--- src/rtl/fpa_pkg.sv ---
`timescale 1ns / 1ps
package fpa_pkg;

  localparam int unsigned DataWidth = 32;
  localparam int unsigned DefaultFracBits = 8;

  typedef enum logic [3:0] {
    OpAdd   = 4'd0,
    OpSub   = 4'd1,
    OpMul   = 4'd2,
    OpDiv   = 4'd3,
    OpMin   = 4'd4,
    OpMax   = 4'd5,
    OpInc   = 4'd6,
    OpDec   = 4'd7,
    OpItoF  = 4'd8,
    OpFtoI  = 4'd9
  } op_e;

  // Request context that rides alongside the divider row.
  typedef struct packed {
    logic                   valid;
    logic                   is_div;
    logic                   div_zero;
    logic                   q_neg;
    logic [DataWidth-1:0]   result;
    logic                   gt;
    logic                   lt;
    logic                   eq;
  } ctx_t;

endpackage

--- src/rtl/fpa_front.sv ---
`timescale 1ns / 1ps
// Registered front stage: operand decode, the operations other than multiply and divide,
// the multiplier (32x32, registered), plus divider operand preparation.
module fpa_front #(
  parameter int unsigned FracBits = fpa_pkg::DefaultFracBits
) (
  input  logic                            clk_i,
  input  logic                            rst_ni,
  input  logic                            req_i,
  input  logic [3:0]                      req_type_i,
  input  logic signed [fpa_pkg::DataWidth-1:0] operand_a_i,
  input  logic signed [fpa_pkg::DataWidth-1:0] operand_b_i,
  output fpa_pkg::ctx_t                   ctx_o,
  output logic [2*fpa_pkg::DataWidth-1:0] prod_o,
  output logic                            is_mul_o,
  output logic [2*fpa_pkg::DataWidth-1:0] num_o,
  output logic [2*fpa_pkg::DataWidth-1:0] den_o
);

  localparam int unsigned W  = fpa_pkg::DataWidth;
  localparam int unsigned W2 = 2 * W;

  fpa_pkg::ctx_t ctx_d, ctx_q;
  logic          valid_q;
  logic signed [W2-1:0] prod_d;
  logic [W2-1:0] prod_q;
  logic          is_mul_q;
  logic [W2-1:0] num_d, num_q;
  logic [W2-1:0] den_d, den_q;
  logic [W2-1:0] a_ext;
  logic [W2-1:0] dvd;
  logic [W-1:0]  ua, ub;
  logic [W-1:0]  b_mag;

  always_comb begin
    ua = operand_a_i;
    ub = operand_b_i;
    a_ext = {{W{operand_a_i[W-1]}}, ua};
    dvd = a_ext << FracBits;
    num_d = dvd[W2-1] ? (~dvd + W2'(1)) : dvd;
    b_mag = operand_b_i[W-1] ? (~ub + W'(1)) : ub;
    den_d = {{W{1'b0}}, b_mag};
    prod_d = W2'(operand_a_i) * W2'(operand_b_i);

    ctx_d = '0;
    ctx_d.valid = req_i;
    ctx_d.gt = operand_a_i > operand_b_i;
    ctx_d.lt = operand_a_i < operand_b_i;
    ctx_d.eq = operand_a_i == operand_b_i;
    ctx_d.q_neg = dvd[W2-1] ^ operand_b_i[W-1];
    case (req_type_i)
      fpa_pkg::OpAdd:  ctx_d.result = ua + ub;
      fpa_pkg::OpSub:  ctx_d.result = ua - ub;
      fpa_pkg::OpDiv: begin
        ctx_d.is_div   = 1'b1;
        ctx_d.div_zero = (ub == '0);
      end
      fpa_pkg::OpMin:  ctx_d.result = ctx_d.lt ? ua : ub;
      fpa_pkg::OpMax:  ctx_d.result = ctx_d.gt ? ua : ub;
      fpa_pkg::OpInc:  ctx_d.result = ua + W'(1);
      fpa_pkg::OpDec:  ctx_d.result = ua - W'(1);
      fpa_pkg::OpItoF: ctx_d.result = ua << FracBits;
      fpa_pkg::OpFtoI: ctx_d.result = W'(operand_a_i >>> FracBits);
      default:         ctx_d.result = '0;
    endcase
  end

  always_ff @(posedge clk_i or negedge rst_ni) begin
    if (!rst_ni) begin
      valid_q <= 1'b0;
    end else begin
      valid_q <= ctx_d.valid;
    end
  end

  always_ff @(posedge clk_i) begin
    ctx_q    <= ctx_d;
    prod_q   <= prod_d;
    is_mul_q <= (req_type_i == fpa_pkg::OpMul);
    num_q    <= num_d;
    den_q    <= den_d;
  end

  always_comb begin
    ctx_o       = ctx_q;
    ctx_o.valid = valid_q;
  end

  assign prod_o   = prod_q;
  assign is_mul_o = is_mul_q;
  assign num_o    = num_q;
  assign den_o    = den_q;

endmodule

--- config.mk ---
export PLATFORM = sky130hd
export DESIGN_NAME = fpa_front
export DESIGN_NICKNAME = d
export VERILOG_FILES = /design/src/rtl/fpa_pkg.sv /design/src/rtl/fpa_front.sv
export SDC_FILE = /design/constraint.sdc
export NUM_CORES = 2
export LEC_CHECK = 0
export ABC_AREA = 1
export BUFFER_PORTS_ARGS = -buffer_cell sky130_fd_sc_hd__buf_2
export CORE_MARGIN = 1
export CORE_UTILIZATION = 65
export DETAILED_ROUTE_END_ITERATION = 8
export PLACE_DENSITY_LB_ADDON = 0.2
export SKIP_LAST_GASP = 1
export SYNTH_ARGS = -nofsm -noshare
export SYNTH_HDL_FRONTEND = slang
export SYNTH_SLANG_ARGS = --single-unit
--- constraint.sdc ---
create_clock -name clk_i -period 0.8 [get_ports clk_i]
set_input_delay 0.16 -clock clk_i [delete_from_list [all_inputs] [get_ports clk_i]]
set_output_delay 0.16 -clock clk_i [all_outputs]
set_load 0.01 [all_outputs]
==> results.cfg, run 1 <==
[synth]
synthArstFlopShare_pct = 0.521
ys_top_cells_by_area = fa_1, inv_1, nand2_1, dfxtp_1, ha_1
synth-seq-cells = 192
syn_area_per_cell_sq_um = 7.84
seq_area_frac_synth_pct = 7.81
ys_warn_count = 0
synth_cell_types = 60
yosysTopAreaCellShare_pct = 44.0
synth_ff_type = dfxtp_1
synth_top_area_cell = fa_1
synth_edf_count = 0
syn_inst = 6286
netlist_area_sq_um = 49300

[floorplan]
io_pins = 303
fp.dieW_um = 277
rows = 100
start_util_pct = 66.0
fp.dieH_um = 277

[placement]
gp_congestion = 1.05
dp_hpwl_mm = 153
portBuffers = 262
dpl_cell_area_sq_um = 61400

[global_route]
grt_overflow = 21
grt_max_degree = 28
grt_usage_pct = 66.9
grt_pass1_wl_mm = 375
first_global_vias = 60100

[clock_network]
cts_root_buf = clkbuf_16
cts_max_path_buffers = 2
cts.sink_count = 192
cts_buffers = 17
htreeDepth = 4

[status]
stop_stage = 5_1_grt
error_line = [ERROR GRT-0116] Global routing finished with congestion. Check the congestion regions in the DRC Viewer.
status = stopped before the end
## through the flow
stage | setup WS [ps] | util (%) | TNS (ps) | std cells | hold slack, ps
2_1_floorplan | -5980 | - | -395360 | 6349 | -136
3_5_place_dp | -6520 | 82.1 | -544700 | 8304 | -64.6
3_3_place_gp | -6350 | 82.1 | -536670 | 8304 | -66.0
4_1_cts | -5570 | 87.1 | -486660 | 8454 | 15.0
## cells by family after synthesis
kind of cell / count (synthesis) / synth area share, %
AO/OA/AOI/OAI: 534 / 6.19
XOR/XNOR: 139 / 2.47
adder cells (fa/ha/maj): 1365 / 51.2
buffers and inverters: 2104 / 16.5
flip-flops: 192 / 7.81
other: 1 / 0.00761
AND/OR/NAND/NOR: 1951 / 15.9
## cell usage after synthesis, types with 22 or more instances
| cell type | number |
|---|---|
| buf_4 | 42 |
| nor3_1 | 32 |
| ha_1 | 281 |
| dfxtp_1 | 191 |
| o21ai_0 | 183 |
| buf_1 | 52 |
| nor2_1 | 286 |
| a21oi_1 | 200 |
| xnor2_1 | 31 |
| fa_1 | 1084 |
| clkbuf_1 | 221 |
| inv_1 | 1770 |
| nand3_1 | 94 |
| nand4_1 | 44 |
| o21bai_1 | 22 |
| a31oi_1 | 24 |
| nand2_1 | 1427 |
| xor2_1 | 108 |
## metal layers
layer | GRT overflow | global-route usage (%)
met1 | 0 | 70.9
met3 | 0 | 46.1
met4 | 16 | 60.7
met2 | 5 | 86.2
met5 | 0 | 16.8
## repair_timing
item                                    4_1_cts
endpoints found under the setup margin      352
pin swaps                                   214
gates resized for setup                     495
endpoints found under the hold margin         3
cloned                                        5
setup buffers                               118
hold buffers                                  4
==> inputs of run 2 (changes only) <==
--- a/config.mk
+++ b/config.mk
@@ -8,9 +8,9 @@
 export ABC_AREA = 1
 export BUFFER_PORTS_ARGS = -buffer_cell sky130_fd_sc_hd__buf_2
 export CORE_MARGIN = 1
-export CORE_UTILIZATION = 65
+export CORE_UTILIZATION = 40
 export DETAILED_ROUTE_END_ITERATION = 8
-export PLACE_DENSITY_LB_ADDON = 0.2
+export PLACE_DENSITY_LB_ADDON = 0.15
 export SKIP_LAST_GASP = 1
 export SYNTH_ARGS = -nofsm -noshare
 export SYNTH_HDL_FRONTEND = slang
==> run 2 against run 1 <==
Net effect: the flow now finishes, with violations (setup timing); synthesized area unchanged; synthesized cell count is the same.
==> results.cfg, run 2 <==
[floorplan]
fp.dieH_um = 353
dieArea_sq_um = 125000
start_util_pct = 40.4
io_pins = 303
core_sq_um = 122000
fp.dieW_um = 353
rows = 128

[global_route]
grt_pass1_wl_mm = 282
antenna_found_initial = 14
grt_usage_pct = 30.6
first_global_vias = 46700
grt_max_degree = 34
grt_overflow = 0

[clock_network]
cts_max_path_buffers = 2
clkTransAtPathRegs_ps = 80
cts_root_buf = clkbuf_16
htreeDepth = 4
cts_tree = yes
cts.sink_count = 192
cts_buffers = 17

[critical_path]
crit_path_start_kind = input pin
critPathCaptureType = register
path_class = input pin to register
cp.arrival_ps = 6980
critPathSlowestCell = fa_2
crit_top_cell = inv_1
path_max_fanout = 5
required_ps = 1190
cpPeakStageDelay_ps = 620

[routing]
wl_per_cell_um = 20.6
drc = 0
vias = 44500
drtIter0Drc = 3168
first_pass_iters = 6
wirelength_mm = 188
post_drt_via_cell_ratio = 4.85
ant_nets = 0

[synth]
synth_ff_type = dfxtp_1
ys_warn_count = 0
synth-seq-cells = 192
synth_cell_types = 60
netlist_area_sq_um = 49300
syn_inst = 6286
syn_area_per_cell_sq_um = 7.84
ys_top_cells_by_area = fa_1, inv_1, nand2_1, dfxtp_1, ha_1
seq_area_frac_synth_pct = 7.81
synthArstFlopShare_pct = 0.521
synth_edf_count = 0
yosysTopAreaCellShare_pct = 44.0
synthTopCellsByCount = inv_1, nand2_1, fa_1
synth_top_area_cell = fa_1
synth_most_common_cell = inv_1

[finish]
seqCellArea_sq_um = 3850
drive_above_1_share_pct = 30.1
area_delta_synth_final_pct = 36.2
final_common_cell = inv_1
layout_common_cells = inv_1, nand2_1, buf_4
fillers = 11600
multiInputGateArea_sq_um = 41500
largest_register_ffs = 64
fin_nets = 8950

[timing]
timing.fmax_mhz = 152
slew_headroom_pct = 45.1
setup_ws_ps = -5790
hold_viol = 0
fin_crit_sh_pct = 824
period_minus_slack_ps = 6590
rsz0062_at_grt = true
setup_viol = 355
slew_violations = 0
max_slew.worst_pin.slew_ps = 817

[worst_hold_path]
hold_depth = 4
hold_start = req_type_i[1]
hold_class = input pin to register
hold_path_end = is_mul_o

[run]
drv_cap = 0

[placement]
portBuffers = 262
dp_hpwl_mm = 161
dpl_worst_slack_ps = -6800
gp_congestion = 0.993

[status]
status = finished with violations
violations = setup timing
-- run 2: cell counts after synthesis --
No cell type changed its count.
-- run 2: cell families after synthesis --
kind of cell	count (synthesis)	share of synthesized area, %
buffers and inverters	2104	16.5
other	1	0.00761
adders and majority gates	1365	51.2
DFF	192	7.81
and+or+nand+nor	1951	15.9
xor gates and xnor gates	139	2.47
AOI/OAI and AO/OA	534	6.19
-- run 2: metrics by stage --
stage | instance area [sq um] | util, % | hold WS [ps] | setup TNS, ps | cells
2_1_floorplan | 52800 | - | -136 | -395360 | 6349
3_3_place_gp | 62400 | 51.2 | -65.4 | -553640 | 8997
3_5_place_dp | 62400 | 51.2 | -63.3 | -555170 | 8997
4_1_cts | 64900 | 53.2 | 0.965 | -517610 | 9096
5_1_grt | 67100 | 55.0 | 39.8 | -546250 | 9162
6_report | 67100 | 55.0 | 31.9 | -522740 | 9162
-- run 2: layout make-up --
cell class,instances,area share (%)
multi-input cells,4053,61.8
repair buffers,1475,18.4
inverters,1775,10.0
flip-flops and latches,192,5.73
well taps,1625,3.03
clock buffers,17,0.634
clock inverters,15,0.311
diodes,10,0.0373
-- run 2: how the worst max path moves through the flow --
stage                     from          to  slack (ps)  cells after the start
4_1_cts        operand_a_i[31]  prod_o[59]       -5730                     29
3_5_place_dp    operand_b_i[2]  prod_o[59]       -6800                     23
6_report       operand_a_i[31]  prod_o[59]       -5790                     27
5_1_grt        operand_a_i[31]  prod_o[59]       -5910                     29
2_1_floorplan  operand_a_i[31]  prod_o[58]       -5980                     26
3_3_place_gp    operand_b_i[2]  prod_o[59]       -6860                     23
-- run 2: per-layer routing --
layer | share of wire (%) | global-route usage (%) | vias to the layer above
met4 | 4.4 | 12.6 | 0
li1 | - | - | 20500
met5 | 0 | 0 | -
met3 | 4.8 | 3.10 | 284
met1 | 41 | 39.7 | 22400
met2 | 49 | 52.2 | 1319
-- run 2: timing repair --
action,4_1_cts,5_1_grt
setup buffers,60,68
endpoints found under the hold margin,2,0
pin swaps,168,266
setup endpoints to repair,353,354
hold buffers,3,0
gates resized for setup,336,460
gates cloned,4,4
-- run 2: critical path: cells and delay by family --
kind / cells / cell delay [ps]
adder cells (fa/ha/maj): 9 / 4570
buffers and inverters: 12 / 1090
AO/OA/AOI/OAI: 1 / 490
AND/OR/NAND/NOR: 4 / 480
XOR/XNOR: 1 / 150
Power of run 2 is left out: the tool's default activity adds up to more than one toggle a clock period on the data nets, which glitch-free logic cannot reach.
