File: config.mk
export PLATFORM = sky130hd
export DESIGN_NAME = fpa_div_cell
export DESIGN_NICKNAME = d
export VERILOG_FILES = /design/src/rtl/fpa_pkg.sv /design/src/rtl/fpa_div_cell.sv
export SDC_FILE = /design/constraint.sdc
export NUM_CORES = 1
export LEC_CHECK = 0
export ABC_AREA = 1
export BUFFER_PORTS_ARGS = -buffer_cell sky130_fd_sc_hd__buf_2
export CAP_MARGIN = 20
export CORE_AREA = 3 3 178 180
export CTS_CLUSTER_SIZE = 10
export DETAILED_ROUTE_END_ITERATION = 16
export DIE_AREA = 0 0 181 183
export GPL_TIMING_DRIVEN = 1
export PLACE_DENSITY_LB_ADDON = 0.25
export SLEW_MARGIN = 20
export SYNTH_ARGS = -nofsm -noshare
export SYNTH_HDL_FRONTEND = slang
export SYNTH_SLANG_ARGS = --single-unit
File: constraint.sdc
create_clock -name clk_i -period 0.8 [get_ports clk_i]
set_input_delay 0.16 -clock clk_i [delete_from_list [all_inputs] [get_ports clk_i]]
set_output_delay 0.16 -clock clk_i [all_outputs]
set_load 0.01 [all_outputs]
File: src/rtl/fpa_pkg.sv
`timescale 1ns / 1ps
package fpa_pkg;

  localparam int unsigned DataWidth = 32;
  localparam int unsigned DefaultFracBits = 8;

  typedef enum logic [3:0] {
    OpAdd   = 4'd0,
    OpSub   = 4'd1,
    OpMul   = 4'd2,
    OpDiv   = 4'd3,
    OpMin   = 4'd4,
    OpMax   = 4'd5,
    OpInc   = 4'd6,
    OpDec   = 4'd7,
    OpItoF  = 4'd8,
    OpFtoI  = 4'd9
  } op_e;

  // Request context that rides alongside the divider row.
  typedef struct packed {
    logic                   valid;
    logic                   is_div;
    logic                   div_zero;
    logic                   q_neg;
    logic [DataWidth-1:0]   result;
    logic                   gt;
    logic                   lt;
    logic                   eq;
  } ctx_t;

endpackage

File: src/rtl/fpa_div_cell.sv
`timescale 1ns / 1ps
// One restoring-division step: brings in one dividend bit and settles one quotient bit.
module fpa_div_cell #(
  parameter int unsigned DW = 64
) (
  input  logic              clk_i,
  input  logic              rst_ni,
  input  fpa_pkg::ctx_t     ctx_i,
  input  logic [DW-1:0]     rem_i,
  input  logic [DW-1:0]     num_i,
  input  logic [DW-1:0]     den_i,
  output fpa_pkg::ctx_t     ctx_o,
  output logic [DW-1:0]     rem_o,
  output logic [DW-1:0]     num_o,
  output logic [DW-1:0]     den_o
);

  logic [DW:0]   trial;
  logic [DW:0]   diff;
  logic [DW-1:0] rem_d;
  logic [DW-1:0] num_d;
  logic          valid_q;
  fpa_pkg::ctx_t ctx_q;
  logic [DW-1:0] rem_q;
  logic [DW-1:0] num_q;
  logic [DW-1:0] den_q;

  always_comb begin
    trial = {rem_i, num_i[DW-1]};
    diff  = trial - {1'b0, den_i};
    if (!diff[DW]) begin
      rem_d = diff[DW-1:0];
      num_d = {num_i[DW-2:0], 1'b1};
    end else begin
      rem_d = trial[DW-1:0];
      num_d = {num_i[DW-2:0], 1'b0};
    end
  end

  always_ff @(posedge clk_i or negedge rst_ni) begin
    if (!rst_ni) begin
      valid_q <= 1'b0;
    end else begin
      valid_q <= ctx_i.valid;
    end
  end

  always_ff @(posedge clk_i) begin
    ctx_q <= ctx_i;
    rem_q <= rem_d;
    num_q <= num_d;
    den_q <= den_i;
  end

  always_comb begin
    ctx_o       = ctx_q;
    ctx_o.valid = valid_q;
  end

  assign rem_o = rem_q;
  assign num_o = num_q;
  assign den_o = den_q;

endmodule

==> results of run 1 <==
-- cell usage after synthesis, types with 6 or more instances --
library cell,number
nand2_1,788
a21oi_1,53
dfxtp_1,230
nor2_1,103
buf_2,6
xor2_1,30
nand4_1,17
o21bai_1,8
nor2_2,7
nand3_1,70
nor3_1,12
ha_1,64
inv_1,388
nand2_2,29
-- placed cells by master (no fill, tap or decap), types with 36 or more instances in the layout --
cell type / netlist / layout
ha_1: 64 / 36
buf_2: 6 / 310
nand3_1: 70 / 59
nand2_2: 29 / 100
nor2_1: 103 / 89
dlygate4sd3_1: 0 / 233
inv_1: 388 / 378
dfxtp_1: 230 / 79
buf_4: 2 / 302
dfxtp_2: 0 / 151
nand2_1: 788 / 692
a21oi_1: 53 / 46
buf_6: 1 / 156
-- cell type report --
class                      count  share of cell area, %
antenna                        4                 0.0448
timing repair buffer        1019                   37.2
clock buffer                  33                   3.17
inverter                     393                   6.63
multi-input combinational   1198                   29.2
clock inverter                 1                 0.0224
tap                          396                   2.22
sequential                   231                   21.6
-- registers in the layout (all words and copies together) (netlist names) --
| signal | flops |
|---|---|
| valid_q | 1 |
| den_o | 64 |
| ctx_o | 38 |
| rem_o | 64 |
| num_o | 64 |
-- logic make-up (layout without fill, tap and decap cells) --
group	Yosys count	after routing	share of synthesized area [%]
AO/OA/AOI/OAI	65	65	2.91
XOR/XNOR	31	31	2.29
other	0	4	0
flip-flops	231	231	39.0
adder cells (fa/ha/maj)	65	65	6.92
AND/OR/NAND/NOR	1037	1037	35.2
buffers and inverters	407	1446	13.7
-- per-stage QoR --
| stage | instance area, um2 | instances | setup WS [ns] | util (%) |
|---|---|---|---|---|
| after global routing | 22400 | 3275 | -1.14 | 73.7 |
| after detailed placement | 16800 | 2972 | -1.68 | 55.3 |
| after global placement | 16800 | 2972 | -1.62 | 55.3 |
| final | 22400 | 3275 | -1.07 | 73.7 |
| after floorplan | 11900 | 1836 | -1.15 | - |
| after CTS | 21200 | 3265 | -0.900 | 69.9 |
-- final timing paths --
check	start	slack, ns	endpoint
max	den_i[19]	-1.07	rem_o[32]
min	rem_i[5]	0.1	rem_o[6]
max in group asynchronous	rst_ni	0.17	valid_q
min in group asynchronous	rst_ni	0.50	valid_q
-- routing by layer --
layer / GRT usage (%) / routed length, um
met2: 60.9 / 31600
met5: 0 / 0
met3: 4.32 / 3870
met1: 38.9 / 24200
met4: 12.0 / 3430
-- power breakdown --
group / switching, uW / total [uW] / internal, uW
sequential: 544 / 13300 / 12800
combinational: 7200 / 14000 / 6770
clock: 4810 / 10900 / 6080
-- timing repair --
item / CTS / global route
pin swaps: 18 / 31
gates resized for setup: 261 / 285
gates cloned: 8 / 4
setup buffers: 19 / 4
hold buffers: 232 / 1
endpoints found under the setup margin: 296 / 296
hold endpoints to repair: 231 / 1
==> metrics.md, run 1 <==
| Metric | Value |
|---|---|
| Power density over cell area | about 1700 nW/um2 |
| Per-cell routed wire length | between 15 and 20 um |
| Status | finished, violations left |
| Inserted Clock Buffers | 27 |
| Final cycle utilization of the critical path | 234% |
| Fraction of registers with async set/reset | less than 1% |
| Count of cell types in the netlist | 32 |
| Die W | approximately 180 um |
| Nets | 3168 |
| DP HPWL | 39600 um |
| Clock Tree Buf Depth | 3 |
| Register area share after synthesis | approximately two fifths |
| Critical path startpoint category | input pin |
| Die ar. | roughly 33000 um2 |
| Global placer's final weighted congestion | between 1 and 1.5 |
| CTS Sinks | between 200 and 250 |
| Final critical-path required period | between 1.5 and 2 ns |
| Ys flop type | dfxtp_1 |
| First-pass GRT wire length | 86000 um |
| Max Slew Vio Count | 0 |
| Syn Inst Count | ~1800 |
| Hold Crit Depth | 5 |
| Netlist Area Pre-Place | 11900 um2 |
| Crit-path cells | buf_2 -> inv_1 -> ha_1 -> nand2_1 -> nand2_1 -> inv_1 -> nand2_1 -> nand2_1 -> nand2_1 -> a21oi_2 -> nand2_4 -> nand2_4 -> nand2_4 -> nand2_4 -> nand2_8 -> buf_12 -> clkbuf_16 -> nand2_2 -> nand2_1 |
| Unrepaired setup endpoints after global routing | true |
| Max VDD drop | roughly 1600 uV |
| Total grt overflow | 0 |
| Initial antenna violation count | 4 |
| Row cnt | 64 |
| Area Overhead vs Synth | 88.5% |
| DR vias/cell | around 4.7 |
| Residual DRC count | 0 |
| Root Buffer | clkbuf_16 |
| Reg clk slew, reported paths | approximately 0.060 ns |
| Initial core utilization | 39.1% |
| Routed vias | roughly 16000 |
| Net Count, Synth | ~2100 |
| Avg Synthesized Cell Area | approximately 6.5 um2 |
| Core area | 30300 um2 |
| Setup total negative slack | -141.15 ns |
| Worst EP arrival | approximately 2.3 ns |
| GRT Util Overall | between 30% and 40% |
| Post-synthesis cell type with the largest combined area | dfxtp_1 |
| Crit path buf inv count | 5 |
| Cell depth of the worst setup path | 19 |
| Seq. cell area | around 4800 um2 |
| Slowest CP cell | ha_1 |
| Hold Path Class | input pin to flop |
| Number of synthesized flops with an enable pin | 0 |
| Leakage | around 0.013 uW |
| Hold WS | roughly 0.099 ns |
| Critical Path Fanout Max | 6 |
| Largest net degree at the start of global routing | 27 |
| Initial DRC count | ~980 |
| Vias in the first global route | 15600 |
| Crit Path Category | input pin to flop |
| Max_cap viols | 0 |
| Relative max-transition margin | 75.0% |
| CP Capture Type | flop |
| Io pins | between 400 and 500 |
| Fill cell total of the finished layout | around 2200 |
| DR pass1 iterations | 8 |
| DRT antenna net count | 0 |
| H-tree depth | 1 |
| Synth area leaders | dfxtp_1 (39%), nand2_1 (25%), inv_1 (12%) |
| TritonCTS clock tree | done |
| IO buf count | roughly 460 |
| Req. time, crit path | between 1 and 1.5 ns |
| Ys Warns | 0 |
| Fmax | 534 MHz |
| Multi-input gate area | about 6500 um2 |
| Setup-failing EPs final | between 200 and 300 |
| Tot Pwr | between 30000 and 40000 uW |
| Layout cells sized above 1 | between 40% and 50% |
| Top-area cell type share of the netlist area | 38.8% |
| Most used cell along the critical path | nand2_1 |
| Failing checks | negative setup slack |
| Worst Slack Setup Final | -1.07 ns |
| Max incr delay on CP | 0.33 ns |
| Final Hold Fails | 0 |
| Worst path top cell family by delay | simple AND/OR/NAND/NOR gates |
| Final WL | around 63000 um |
| Synth Register Bits | 231 |
| Die Height | 183 um |
| Worst-Margin Slew | about 0.37 ns |
Note: power is estimated with default switching activity, not from simulation.
==> inputs of run 2 (changes only) <==
--- a/config.mk
+++ b/config.mk
@@ -6,12 +6,12 @@
 export NUM_CORES = 1
 export LEC_CHECK = 0
 export ABC_AREA = 1
-export BUFFER_PORTS_ARGS = -buffer_cell sky130_fd_sc_hd__buf_2
 export CAP_MARGIN = 20
-export CORE_AREA = 3 3 178 180
+export CORE_AREA = 2 2 180 182
 export CTS_CLUSTER_SIZE = 10
 export DETAILED_ROUTE_END_ITERATION = 16
-export DIE_AREA = 0 0 181 183
+export DIE_AREA = 0 0 182 184
+export DONT_BUFFER_PORTS = 1
 export GPL_TIMING_DRIVEN = 1
 export PLACE_DENSITY_LB_ADDON = 0.25
 export SLEW_MARGIN = 20
==> run 2 against run 1 <==
  * The flow finishes with violations (negative hold slack, negative setup slack)
  * Via count decreased by 16%
  * Sequential power increased by 5%
  * Cell area decreased by 15%
  * Die area increased by 1.1%
  * Final cell count decreased by 15%
  * Power decreased by 9.9%
  * Worst setup slack improved by 0.18 ns
  * First-iteration DRC count decreased by 31%
  * Worst hold slack got worse by 0.45 ns
  * Fmax increased by 11%
  * Highest routed layer unchanged
  * Global-route usage decreased by 4.2 points
  * Clock-buffer cell count decreased by 4
==> metrics.md, run 2 (synthesized netlist as in run 1, its figures left out) <==
| Metric | Value |
|---|---|
| Power density over cell area | 1820 nW/um2 (+6.5%) |
| Final cycle utilization of the critical path | 212% (-22 points) |
| Die W | 182 um (+0.55%) |
| IO buf count | 0 (-100%) |
| Failing checks | negative hold slack, negative setup slack |
| Design area | 18900 um2 (-15%) |
| Initial core utilization | 37.8% (-1.3 points) |
| Relative max-transition margin | 75.8% (+0.73 points) |
| Area Overhead vs Synth | 59.5% |
| N_diodes | 0 (-4) |
| DP HPWL | 37900 um (-4.3%) |
| Final Hold Fails | 5 (+5) |
| Most used cell along the critical path | nand2_4 |
| Reg clk slew, reported paths | 0.05 ns (about the same) |
| Sequential Power Share | 40.6% (+5.7 points) |
| Combinational share of power | 29.4% (-7.2 points) |
| H-tree depth | 1 (unchanged) |
| DR pass1 iterations | 6 (-2) |
| Fmax | 590 MHz (+11%) |
| Most frequent cells in the layout | nand2_1 (718), inv_1 (380), buf_4 (285) |
| CP Capture Type | flop |
| Inserted Clock Buffers | 27 (unchanged) |
| Die Height | 184 um (+0.55%) |
| Per-cell routed wire length | 18.4 um (-4.3%) |
| CTS Sinks | 231 (unchanged) |
| Crit Path Category | input pin to flop |
| Max Slew Vio Count | 0 (unchanged) |
| Die ar. | 33500 um2 (+1.1%) |
| Hold Path Class | input pin to flop |
| Crit-path cells | inv_4 -> ha_4 -> nand2_4 -> nor2_4 -> inv_2 -> nor2_4 -> nand2_2 -> nor4_4 -> nand2_4 -> nand2_4 -> nand2_2 -> nand2_8 -> buf_12 -> nand2_1 -> nand2_1 |
| Status | finished, violations left |
| Leakage | 0.0103 uW (-18%) |
| Initial DRC count | 680 (-31%) |
| Worst EP arrival | 2.16 ns (-0.13 ns) |
| Clock power share | 30.0% (+1.4 points) |
| GRT Util Overall | 28.6% (-4.2 points) |
| Critical path startpoint category | input pin |
| Switch share | 31.7% (-1.2 points) |
| Hold WS | -0.354 ns (-0.454 ns) |
| Nets | 2683 (-15%) |
| First-pass GRT wire length | 72800 um (-15%) |
| Vias in the first global route | 13200 (-16%) |
| Io pins | 464 (unchanged) |
| Final WL | 51400 um (-19%) |
| Row cnt | 65 (+1.6%) |
| Core area | 31400 um2 (+3.4%) |
| Clock Tree Buf Depth | 3 (unchanged) |
| Total grt overflow | 0 (unchanged) |
| Root Buffer | clkbuf_16 |
| Residual DRC count | 0 (unchanged) |
| Critical Path Fanout Max | 8 (+2) |
| Net switching power | 10900 uW (-13%) |
| Largest net degree at the start of global routing | 31 (+15%) |
| Layout cells sized above 1 | 31.7% (-9.4 points) |
| Setup slack at placement | -1.62 ns (+0.0663 ns) |
| Max_cap viols | 0 (unchanged) |
| TritonCTS clock tree | done |
| Max VDD drop | 1510 uV (-3.4%) |
| DRT antenna net count | 0 (unchanged) |
| Global placer's final weighted congestion | 1.00 (-2.1%) |
| Internal power | 23500 uW (-8.3%) |
| Initial antenna violation count | 0 (-4) |
| Worst Slack Setup Final | -0.895 ns (+0.179 ns) |
| Worst-Margin Slew | 0.362 ns (-0.0108 ns) |
| Commonest non-fill, non-tap cell in the layout | nand2_1 |
| Unrepaired setup endpoints after global routing | true |
| Slowest CP cell | ha_4 |
| Setup total negative slack | -110.77 ns (+30.38 ns) |
| DR vias/cell | 4.66 (-1.5%) |
| Req. time, crit path | 1.27 ns (+0.06 ns) |
| Max incr delay on CP | 0.31 ns (-0.02 ns) |
| Final core utilization | 60.3% (-13 points) |
| Final critical-path required period | 1.69 ns (-0.179 ns) |
| DP Area | 14300 um2 (-15%) |
| Setup-failing EPs final | 296 (unchanged) |
| Routed vias | 13000 (-16%) |
run 2: timing repair:
action / 4_1_cts / 5_1_grt
pin swaps: 14 / 23
endpoints found under the setup margin: 296 / 296
gates resized for setup: 378 / 62
gates cloned: 4 / 7
buffers inserted: 21 / 6
hold buffers: 227 / 3
endpoints found under the hold margin: 231 / 8
run 2: worst paths after layout:
| kind | from | to | depth (start not counted) |
|---|---|---|---|
| setup / recovery | den_i[43] | rem_o[35] | 15 |
| hold / removal | den_i[1] | den_o[1] | 0 |
| max in group asynchronous | rst_ni | valid_q | 2 |
| min in group asynchronous | rst_ni | valid_q | 2 |
run 2: final cells by class:
class	count	area [um2]
fill	2809	12500
multi-input combinational	1199	6430
sequential	231	4990
timing repair buffer	533	4820
inverter	393	1490
clock buffer	29	683
tap	402	503
clock inverter	1	8.76
run 2: per-stage QoR:
stage / total power, uW / instances
final: 34400 / 2788
after global routing: 36000 / 2788
after CTS: 33800 / 2774
after detailed placement: 21500 / 2492
after global placement: 21500 / 2492
after floorplan: 18000 / 1836
run 2: power by group through the flow:
stage | clock, uW | combinational (uW) | sequential [uW]
finish | 10300 | 10100 | 14000
global route | 11000 | 11000 | 14000
CTS | 10500 | 9380 | 14000
detailed placement | 0 | 7560 | 14000
global placement | 0 | 7510 | 14000
floorplan | 0 | 4290 | 13700
run 2: worst max-delay path, delay by kind of cell:
family | cells | cell delay, ns
adder cells (fa/ha/maj) | 1 | 0.31
buffers and inverters | 3 | 0.26
AND/OR/NAND/NOR | 11 | 1.41
run 2: metal layers:
layer	track usage (%)	vias to the layer above	part of all wire, %
met4	11.9	0	3.9
met1	33.3	5887	40
met3	5.55	102	7.4
met2	51.5	517	49
li1	-	6496	-
met5	0	-	0
